===== src/sv/dpq_pkg.sv =====
// shared types for the double-ended priority queue
// command codes and the control word broadcast to every cell; no dependencies
package dpq_pkg;

  localparam int ValW  = 32;
  localparam int CntOW = 9;

  typedef enum logic [1:0] {
    CMD_INSERT  = 2'd0,
    CMD_POP_MAX = 2'd1,
    CMD_POP_MIN = 2'd2,
    CMD_CLEAR   = 2'd3
  } cmd_t;

  // broadcast to the cell row for one transaction
  typedef struct packed {
    logic                   ins;      // insert that fits
    logic                   pop_max;  // remove largest, store not empty
    logic                   pop_min;  // remove smallest, store not empty
    logic                   clr;      // clear all
    logic signed [ValW-1:0] value;
  } ctl_t;

endpackage


===== src/sv/dpq_cell.sv =====
// one slot of the sorted cell row
// depends on dpq_pkg; trades values with its left and right neighbors
module dpq_cell
  import dpq_pkg::*;
#(
  parameter int IDX = 0,
  parameter int CW  = 9
) (
  input  logic                   clk,
  input  logic                   rst_n,
  input  ctl_t                   ctl,
  input  logic [CW-1:0]          count,
  input  logic signed [ValW-1:0] left_val,
  input  logic                   left_gt,
  input  logic                   left_top,
  input  logic signed [ValW-1:0] right_val,
  input  logic                   right_top,
  output logic signed [ValW-1:0] val,
  output logic                   gt,
  output logic                   top,
  output logic [ValW-1:0]        masked
);

  logic signed [ValW-1:0] val_r, val_nxt;
  logic                   top_r, top_nxt;
  logic                   occ, at_count;

  assign occ      = CW'(IDX) < count;
  assign at_count = count == CW'(IDX);
  assign gt       = occ && (val_r > ctl.value);

  // sorted insert: shift right above the slot, drop value into the slot; remove smallest shifts values left
  always_comb begin
    val_nxt = val_r;
    if (ctl.ins) begin
      if (left_gt) begin
        val_nxt = left_val;
      end else if (gt || at_count) begin
        val_nxt = ctl.value;
      end
    end else if (ctl.pop_min) begin
      val_nxt = right_val;
    end
  end

  // top marker follows the last occupied slot
  always_comb begin
    top_nxt = top_r;
    if (ctl.clr) begin
      top_nxt = 1'b0;
    end else if (ctl.ins) begin
      top_nxt = left_top;
    end else if (ctl.pop_max || ctl.pop_min) begin
      top_nxt = right_top;
    end
  end

  always_ff @(posedge clk) begin
    val_r <= val_nxt;
  end

  always_ff @(posedge clk) begin
    if (!rst_n) begin
      top_r <= 1'b0;
    end else begin
      top_r <= top_nxt;
    end
  end

  assign val    = val_r;
  assign top    = top_r;
  assign masked = top_r ? val_r : '0;

endmodule


===== config.mk =====
export PLATFORM = sky130hd
export DESIGN_NAME = dpq_cell
export DESIGN_NICKNAME = d
export VERILOG_FILES = /design/src/sv/dpq_pkg.sv /design/src/sv/dpq_cell.sv
export SDC_FILE = /design/constraint.sdc
export NUM_CORES = 1
export LEC_CHECK = 0
export BUFFER_PORTS_ARGS = -buffer_cell sky130_fd_sc_hd__buf_2
export CORE_MARGIN = 2
export CORE_UTILIZATION = 35
export DETAILED_ROUTE_END_ITERATION = 16
export MAX_ROUTING_LAYER = met4
export PLACE_DENSITY = 0.75
export SLEW_MARGIN = 25
export SYNTH_ARGS = -nofsm -noshare
export SYNTH_HDL_FRONTEND = slang
export SYNTH_SLANG_ARGS = --single-unit

===== constraint.sdc =====
create_clock -name clk -period 11.1 [get_ports clk]
set_input_delay 0.555 -clock clk [delete_from_list [all_inputs] [get_ports clk]]
set_output_delay 0.555 -clock clk [all_outputs]
set_load 0.02 [all_outputs]

==> results of run 1 <==
==> state kept, by name (all words and copies together) (netlist names) <==
register,cells
top,1
val,32
==> power by group through the flow <==
stage / combinational (uW) / sequential (uW) / clock (uW)
final: 154 / 171 / 86.0
after global routing: 173 / 174 / 95.4
after CTS: 156 / 171 / 90.2
after detailed placement: 155 / 174 / 0
after global placement: 153 / 173 / 0
after floorplan: 76.8 / 190 / 0
==> stage by stage <==
step	std cells	util [%]	power (uW)
after floorplan	306	-	267
after global placement	575	49.0	326
after detailed placement	575	49.0	329
after CTS	583	50.0	417
after global routing	584	50.1	442
final	584	50.1	411
==> layout make-up <==
type                       count  share of cell area, %
clock buffer                   6                   1.86
clock inverter                 2                  0.257
inverter                      34                   3.28
multi-input combinational    224                   42.3
sequential                    33                   25.2
tap                          102                   3.28
timing repair buffer         183                   23.8
==> worst register-to-register path: stages (launching register included) <==
cell	delay, ns
edfxtp_1	0.40
ha_1	0.33
nand4_1	0.18
nor4_2	0.33
a21boi_2	0.19
or3_1	0.12
a21oi_2	0.07
o41ai_4	0.66
buf_4	0.38
==> cell families (layout without fill, tap and decap cells) <==
family,after synthesis,count (layout),share of synthesized area [%]
AO/OA/AOI/OAI,61,61,12.8
adder cells (fa/ha/maj),32,32,14.2
flip-flops,33,33,34.8
AND/OR/NAND/NOR,99,99,19.8
buffers and inverters,49,225,7.06
multiplexers,32,32,11.4
==> placed cells by master (no fill, tap or decap), types with 2 or more instances in the layout <==
cell type and n:
and2_1 33, clkbuf_8 5, nand2_1 9, nor2_1 37, inv_1 34, buf_4 4, mux2i_1 32, a21oi_1 46
nand4_1 4, buf_2 179, o21ai_0 4, nor3_1 2, clkinv_2 2, ha_1 32, edfxtp_1 32, a21o_1 2
nand3_1 4, nand4_4 2
==> layer usage <==
metal | share of wire [%] | routed length [um] | vias up
met4 | 0.75 | 61 | 0
met3 | 7.1 | 576 | 5
li1 | - | - | 1421
met2 | 51 | 4140 | 113
met1 | 41 | 3330 | 1265
met5 | 0 | 0 | -
==> worst paths after layout <==
kind | startpoint | endpoint | slack [ns] | cells past startpoint
max | val[14]$_DFFE_PP_ | gt | 8.09 | 8
min | ctl[32] | top$_SDFFE_PP0P_ | 0.42 | 2
max reg2reg | val[14]$_DFFE_PP_ | val[3]$_DFFE_PP_ | 8.10 | 8
min reg2reg | top$_SDFFE_PP0P_ | top$_SDFFE_PP0P_ | 0.99 | 4
==> impl_metrics.json, run 1 <==
{
  "met2_usage_pct": 35.1,
  "maxCapViolCount": 0,
  "start_util_pct": 36.3,
  "synth_enable_flop_cells": 32,
  "drv_slew": 0,
  "power.switching_uw": 147,
  "syn_avg_cell_area_um2": 9.20,
  "cts_tree": "yes",
  "grt_setup_unrepaired": "no",
  "ir_drop_mv": 0.0491,
  "netlist-cell-type-count": 36,
  "slowest_stage": "edfxtp_1",
  "clockBufferDepth": 2,
  "crit_buf_inv": 1,
  "crit_chain": "ha_1 > a21oi_1 > nand2_1 > a221o_1 > or3_1 > a21oi_2 > nor3_1 > buf_2",
  "vias": 2804,
  "synth_ff_type": "edfxtp_1",
  "hold_path.class": "primary input to register",
  "setup.worst_path.start_class": "register",
  "max_stage_delay_ns": 0.40,
  "fp.dieW_um": 93.7,
  "arrival_ns": 2.45,
  "via_per_inst": 4.80,
  "post-place-ws_ns": 7.41,
  "skew_ns": 0.00354,
  "timing.final.ws_setup_ns": 8.09,
  "ys_seq_elements": 33,
  "top_usage_layer": "met2",
  "hold_viol": 0,
  "status": "complete, no violations",
  "postRouteAntennaNets": 0,
  "synth_top_area_share_pct": 34.1,
  "cp_top_family": "compound AO/OA/AOI/OAI gates",
  "rows": 32,
  "drt-total-wl_mm": 8.11,
  "insertedDiodeCount": 0,
  "drtIter0Drc": 57,
  "overflow": 0,
  "period_share_pct": 27.1,
  "drc_errors": 0,
  "critPathMaxFanout": 3,
  "ys_top_cells_by_area": "edfxtp_1, ha_1, mux2i_1",
  "layout-drive-gt1-share_pct": 41.9,
  "chipHeight_um": 93.7,
  "track_usage_pct": 18.6,
  "synth_common_cells": "a21oi_1, nor2_1, inv_1, and2_1",
  "p_int_uw": 265,
  "combPwrFrac_pct": 37.5,
  "drtPass1Iterations": 4,
  "grt_pass1_vias": 2757,
  "multi_input_area_mm2": 0.00165,
  "final_cell_area_mm2": 0.00389,
  "endpoint_kind": "output pin",
  "clk_pin_slew_worst_paths_ns": 0.07,
  "cts_root_buf": "clkbuf_8",
  "hold_buffers": 0,
  "critPathKind": "register to output pin",
  "worst_pin_slew_ns": 0.650,
  "netlist_area_mm2": 0.00282,
  "finalSetupViolCount": 0,
  "register_area_um2": 982,
  "syn_nets": 452,
  "htreeDepth": 2,
  "syn2layout_area_growth_pct": 38.2,
  "slew_headroom_pct": 56.5,
  "post_cts_buffers": 0,
  "sequentialPowerShare_pct": 41.6,
  "cts_made_buffers": 5,
  "cts_sinks": 33,
  "power_density_mw_per_mm2": 106,
  "boundaryPins": 180,
  "grt_pass1_wl_mm": 12.5,
  "portBuffers": 179,
  "hpwl_mm": 6.55,
  "netlist_instances": 306,
  "cts_resized": 0,
  "grt_max_degree": 69,
  "tns_ns": 0,
  "yosysTopAreaCell": "edfxtp_1",
  "async_reset_ff_share_pct": 0,
  "yosys_warnings": 0,
  "power_frac_clock_pct": 20.9,
  "grt_use_met3_pct": 3.21,
  "ys_seq_area_share_pct": 34.8,
  "fillers": 758,
  "gp_congestion": 0.776,
  "nNetsFinal": 627,
  "swShare_pct": 35.7,
  "yosys.cell_count.top_type": "a21oi_1",
  "grt.met1_usage_pct": 20.6,
  "fin_crit_ns": 3.01,
  "core_mm2": 0.00777,
  "max_freq_mhz": 332,
  "hold_ws_ns": 0.418,
  "clkLatencyLatePin_ns": 0.28,
  "leakage_uw": 0.00210,
  "die_area_mm2": 0.00878,
  "place_area_mm2": 0.00380,
  "drt-wirelength-per-cell_um": 13.9,
  "worstPathRequired_ns": 10.55,
  "antenna_found_initial": 0
}
(Power assumes the default switching activity.)
==> run 2, diff against run 1 <==
--- a/config.mk
+++ b/config.mk
@@ -10,7 +10,7 @@
 export CORE_UTILIZATION = 35
 export DETAILED_ROUTE_END_ITERATION = 16
 export MAX_ROUTING_LAYER = met4
-export PLACE_DENSITY = 0.75
+export PLACE_DENSITY = 0.78
 export SLEW_MARGIN = 25
 export SYNTH_ARGS = -nofsm -noshare
 export SYNTH_HDL_FRONTEND = slang
==> constraint.sdc (replaced) <==
create_clock -name clk -period 2.5 [get_ports clk]
set_input_delay 0.125 -clock clk [delete_from_list [all_inputs] [get_ports clk]]
set_output_delay 0.125 -clock clk [all_outputs]
set_load 0.02 [all_outputs]
==> run 2 against run 1 <==
  * Total power grew to 5.0 times the previous value
  * Sequential cell count is the same
  * Clock skew grew 0.00098 ns
  * Register-to-register slack lost 8.1 ns
  * Critical path type unchanged
  * Critical endpoint unchanged
==> impl_metrics.json, run 2 (synthesized netlist as in run 1, its figures left out) <==
{
  "status": "complete, no violations",
  "fillers": 735,
  "power_density_mw_per_mm2": 491,
  "htreeDepth": 2,
  "skew_ns": 0.00452,
  "die_area_mm2": 0.00878,
  "fp.dieW_um": 93.7,
  "final_cell_mix": "buf_2, a21oi_1, nor2_1, inv_1, and2_1",
  "syn2layout_area_growth_pct": 48.1,
  "clkLatencyLatePin_ns": 0.28,
  "antenna_found_initial": 0,
  "nNetsFinal": 640,
  "p_int_uw": 1350,
  "hold_viol": 0,
  "grt_pass1_vias": 2790,
  "track_usage_pct": 19.3,
  "worstPathRequired_ns": 2.38,
  "sequentialPowerShare_pct": 37.0,
  "critPathKind": "register to output pin",
  "hpwl_mm": 6.95,
  "combPwrFrac_pct": 38.7,
  "boundaryPins": 180,
  "mostFrequentLayoutCell": "buf_2",
  "grt_max_degree": 38,
  "drtIter0Drc": 88,
  "endpoint_kind": "output pin",
  "fin_crit_ns": 2.49,
  "insertedDiodeCount": 0,
  "instances_no_fill": 597,
  "clk_pin_slew_worst_paths_ns": 0.07,
  "largest_reg_flops": 32,
  "cts_made_buffers": 5,
  "power.switching_uw": 699,
  "rows": 32,
  "portBuffers": 179,
  "hold_path.class": "primary input to register",
  "dp.cells": 578,
  "overflow": 0,
  "core_mm2": 0.00777,
  "max_stage_delay_ns": 0.41,
  "power_frac_clock_pct": 24.3,
  "maxCapViolCount": 0,
  "place_area_mm2": 0.00387,
  "layout-drive-gt1-share_pct": 44.6,
  "final_cell_area_mm2": 0.00417,
  "postRouteAntennaNets": 0,
  "setup.worst_path.start_class": "register",
  "leakage_uw": 0.00221,
  "vias": 2890,
  "clockBufferDepth": 2,
  "arrival_ns": 2.37,
  "ir_drop_mv": 0.324,
  "start_util_pct": 36.3,
  "drc_errors": 0,
  "finalSetupViolCount": 0,
  "crit_buf_inv": 1,
  "slowest_stage": "edfxtp_1",
  "worst_pin_slew_ns": 0.783,
  "drt-wirelength-per-cell_um": 14.6,
  "chipHeight_um": 93.7,
  "cts_root_buf": "clkbuf_8",
  "via_per_inst": 4.84,
  "max_freq_mhz": 401,
  "grt_pass1_wl_mm": 12.9,
  "slew_headroom_pct": 47.7,
  "crit_chain": "ha_1 > nand4_1 > nor2_1 > a221o_1 > or3_4 > a21oi_4 > nor3_2 > buf_4",
  "critPathMaxFanout": 3,
  "period_share_pct": 99.8,
  "drv_slew": 0,
  "cp_top_family": "simple AND/OR/NAND/NOR gates",
  "swShare_pct": 34.2,
  "drtPass1Iterations": 4,
  "grt_setup_unrepaired": "yes",
  "cts_sinks": 33,
  "gp_congestion": 0.809,
  "drt-total-wl_mm": 8.72,
  "cts_tree": "yes"
}
[run 2: changes by cell type in the layout (fill, tap and decap cells not counted), sizes merged]
| cell | change |
|---|---|
| clkinv | -1 |
| bufinv | +1 |
| buf | +10 |
| clkbuf | +2 |
| dlygate4sd3 | +1 |
[run 2: worst paths after layout]
check	start	endpoint	slack (ns)	cells after the start
worst max-delay path	val[12]$_DFFE_PP_	gt	0.006	8
worst min register to register	top$_SDFFE_PP0P_	top$_SDFFE_PP0P_	0.99	4
worst max register to register	val[12]$_DFFE_PP_	val[10]$_DFFE_PP_	0.02	9
worst min-delay path	rst_n	top$_SDFFE_PP0P_	0.1	2
[run 2: stage by stage]
step	setup slack [ns]	hold slack (ns)	setup TNS, ns	power (uW)	util, %
after floorplan	-0.595	0.201	-19.05	1190	-
after global placement	0.145	0.294	0	1460	49.9
after detailed placement	0.0255	0.291	0	1480	49.9
after CTS	-0.0345	0.0873	-0.145	2010	51.7
after global routing	-0.101	0.0863	-2.07	2180	53.7
final	0.00605	0.0953	0	2050	53.7
[run 2: layer usage]
layer,vias to the layer above,wire (um),GRT usage (%)
li1,1459,-,-
met5,-,0,-
met3,6,567,3.61
met1,1308,3570,21.0
met4,0,43,5.19
met2,117,4530,35.8
[run 2: worst register-to-register path: stages, from the launching register on]
cell and delay (ns):
edfxtp_1 0.41, ha_1 0.31, nand4_1 0.15, nor2_1 0.07, a221o_1 0.32, or3_4 0.38, a21oi_4 0.20, o41ai_4 0.08
buf_6 0.15, clkbuf_16 0.17
[run 2: repair_timing]
item | in CTS | in global routing
pin swaps | 2 | 3
hold buffers | 1 | 0
cloned | 0 | 2
setup endpoints to repair | 1 | 33
resized for setup | 4 | 9
setup buffers | 2 | 6
endpoints found under the hold margin | 1 | 0
[run 2: cell type report]
class	count	area, um^2	area share (%)
repair buffers	196	1100	26.4
flip-flops and latches	33	981	23.5
well taps	102	128	3.06
clock buffers	6	72.6	1.74
multi-input cells	224	1730	41.5
inverters	34	128	3.06
clock inverters	2	33.8	0.810
[run 2: power groups by stage]
stage	logic (uW)	clock network (uW)	registers [uW]
after global placement	700	0	760
after CTS	732	520	756
after detailed placement	714	0	770
after global routing	872	543	767
final	793	497	757
after floorplan	349	0	844
==> run 3, diff against run 2 <==
--- a/config.mk
+++ b/config.mk
@@ -6,11 +6,11 @@
 export NUM_CORES = 1
 export LEC_CHECK = 0
 export BUFFER_PORTS_ARGS = -buffer_cell sky130_fd_sc_hd__buf_2
-export CORE_MARGIN = 2
+export CORE_MARGIN = 5
 export CORE_UTILIZATION = 35
 export DETAILED_ROUTE_END_ITERATION = 16
 export MAX_ROUTING_LAYER = met4
-export PLACE_DENSITY = 0.78
+export PLACE_DENSITY = 0.75
 export SLEW_MARGIN = 25
 export SYNTH_ARGS = -nofsm -noshare
 export SYNTH_HDL_FRONTEND = slang
==> constraint.sdc (replaced) <==
create_clock -name clk -period 2.55 [get_ports clk]
set_input_delay 0.1275 -clock clk [delete_from_list [all_inputs] [get_ports clk]]
set_output_delay 0.1275 -clock clk [all_outputs]
set_load 0.02 [all_outputs]
==> run 3 against run 2 <==
  * Clock power decreased by 3%
  * Critical endpoint unchanged
  * Via count is 1.3% lower
  * First-iteration DRC count increased by 22%
  * Final cell count shrank 0.17%
  * Highest routed layer unchanged
  * Sequential cell count is the same
  * Global-route usage down 1.2 points
  * Non-clock buffer count fell by 1
  * Register-to-register slack improved by 0.06 ns
  * Sequential share of layout area increased by 0.29 points
==> impl_metrics.json, run 3 (synthesized netlist as in run 1, its figures left out) <==
{
  "leakage_uw": 0.00219,
  "clockBufferDepth": 2,
  "cts_sinks": 33,
  "total_power_uw": 1980,
  "sequentialPowerShare_pct": 37.5,
  "tns_ns": 0,
  "worstPathRequired_ns": 2.42,
  "max_freq_mhz": 400,
  "portBuffers": 179,
  "mostFrequentLayoutCell": "buf_2",
  "period_share_pct": 98.0,
  "vias": 2852,
  "critPathMaxFanout": 3,
  "p_int_uw": 1300,
  "drtIter0Drc": 107,
  "power_density_mw_per_mm2": 480,
  "swShare_pct": 34.1,
  "rows": 32,
  "final_cell_area_mm2": 0.00412,
  "largest_reg_flops": 32,
  "drtPass1Iterations": 4,
  "post-place-ws_ns": 0.141,
  "hpwl_mm": 7.57,
  "setup.worst_path.start_class": "register",
  "clk_pin_slew_worst_paths_ns": 0.07,
  "fin_crit_ns": 2.50,
  "power_frac_clock_pct": 24.3,
  "hold_path.class": "primary input to register",
  "ir_drop_mv": 0.193,
  "final_core_util_pct": 53.0,
  "track_usage_pct": 18.1,
  "slowest_stage": "edfxtp_1",
  "grt_setup_unrepaired": "yes",
  "worst_pin_slew_ns": 0.552,
  "hold_viol": 0,
  "cts_tree": "yes",
  "power.switching_uw": 675,
  "overflow": 0,
  "status": "complete, no violations",
  "grt_pass1_wl_mm": 13.8,
  "slew_headroom_pct": 63.2,
  "core_mm2": 0.00777,
  "cts_made_buffers": 5,
  "htreeDepth": 2,
  "grt_max_degree": 36,
  "cp_top_family": "compound AO/OA/AOI/OAI gates",
  "chipHeight_um": 99.7,
  "crit_buf_inv": 1,
  "drc_errors": 0,
  "finalSetupViolCount": 0,
  "final_cell_mix": "buf_2, a21oi_1, nor2_1, inv_1, and2_1",
  "syn2layout_area_growth_pct": 46.3,
  "timing.final.ws_setup_ns": 0.0511,
  "start_util_pct": 36.3,
  "critPathKind": "register to output pin",
  "grt_pass1_vias": 2872,
  "combPwrFrac_pct": 38.2,
  "layout-drive-gt1-share_pct": 43.9,
  "max_stage_delay_ns": 0.44,
  "arrival_ns": 2.37,
  "maxCapViolCount": 0,
  "fp.dieW_um": 99.7,
  "via_per_inst": 4.79,
  "drt-total-wl_mm": 9.29,
  "clkLatencyLatePin_ns": 0.28,
  "endpoint_kind": "output pin",
  "place_area_mm2": 0.00387,
  "antenna_found_initial": 0,
  "cts_root_buf": "clkbuf_8",
  "drt-wirelength-per-cell_um": 15.6,
  "skew_ns": 0.00736,
  "nNetsFinal": 639,
  "crit_chain": "ha_4 > a21oi_1 > nand2_1 > a221o_1 > or3_4 > a21oi_4 > nor3_2 > buf_4",
  "postRouteAntennaNets": 0,
  "drv_slew": 0,
  "die_area_mm2": 0.00994,
  "gp_congestion": 0.879,
  "insertedDiodeCount": 0,
  "boundaryPins": 180
}
run 3: cell type report:
cell class	instances	area (um^2)
fill	768	3650
multi-input combinational	224	1720
timing repair buffer	195	1060
sequential	33	981
inverter	34	128
tap	102	128
clock buffer	6	72.6
clock inverter	2	33.8
run 3: worst reg2reg max path, stage by stage (launching register included):
cell	delay, ns
edfxtp_1	0.44
ha_4	0.25
a21oi_1	0.16
nand2_1	0.07
a221o_1	0.35
or3_4	0.38
a21oi_4	0.20
o41ai_4	0.08
buf_6	0.15
clkbuf_16	0.16
run 3: per-layer routing:
layer / vias to the layer above / track usage (%) / routed length (um) / part of all wire, %
met5: - / - / 0 / 0
met4: 0 / 4.62 / 59 / 0.64
li1: 1445 / - / - / -
met2: 132 / 32.1 / 4810 / 52
met1: 1269 / 20.5 / 3610 / 39
met3: 6 / 4.07 / 808 / 8.7
run 3: power by group through the flow:
stage	clock network, uW	registers (uW)	logic [uW]
2_1_floorplan	0	827	342
3_3_place_gp	0	745	693
3_5_place_dp	0	754	703
4_1_cts	497	740	721
5_1_grt	519	750	830
6_report	482	743	755
run 3: final timing paths:
| path | startpoint | cells after the start | endpoint | slack, ns |
|---|---|---|---|---|
| worst max register to register | val[14]$_DFFE_PP_ | 9 | val[9]$_DFFE_PP_ | 0.08 |
| worst min-delay path | rst_n | 2 | top$_SDFFE_PP0P_ | 0.11 |
| worst min register to register | top$_SDFFE_PP0P_ | 5 | top$_SDFFE_PP0P_ | 1.12 |
| worst max-delay path | val[14]$_DFFE_PP_ | 8 | gt | 0.05 |
run 3: repair_timing:
item	in CTS	in global routing
pin swaps	2	0
endpoints found under the hold margin	1	0
endpoints found under the setup margin	1	33
hold buffers	1	0
buffers inserted	3	2
cloned	0	3
resized for setup	2	7
run 3: stage by stage:
stage | cells | hold WS [ns]
2_1_floorplan | 306 | 0.204
3_3_place_gp | 579 | 0.307
3_5_place_dp | 579 | 0.308
4_1_cts | 591 | 0.0971
5_1_grt | 596 | 0.104
6_report | 596 | 0.109
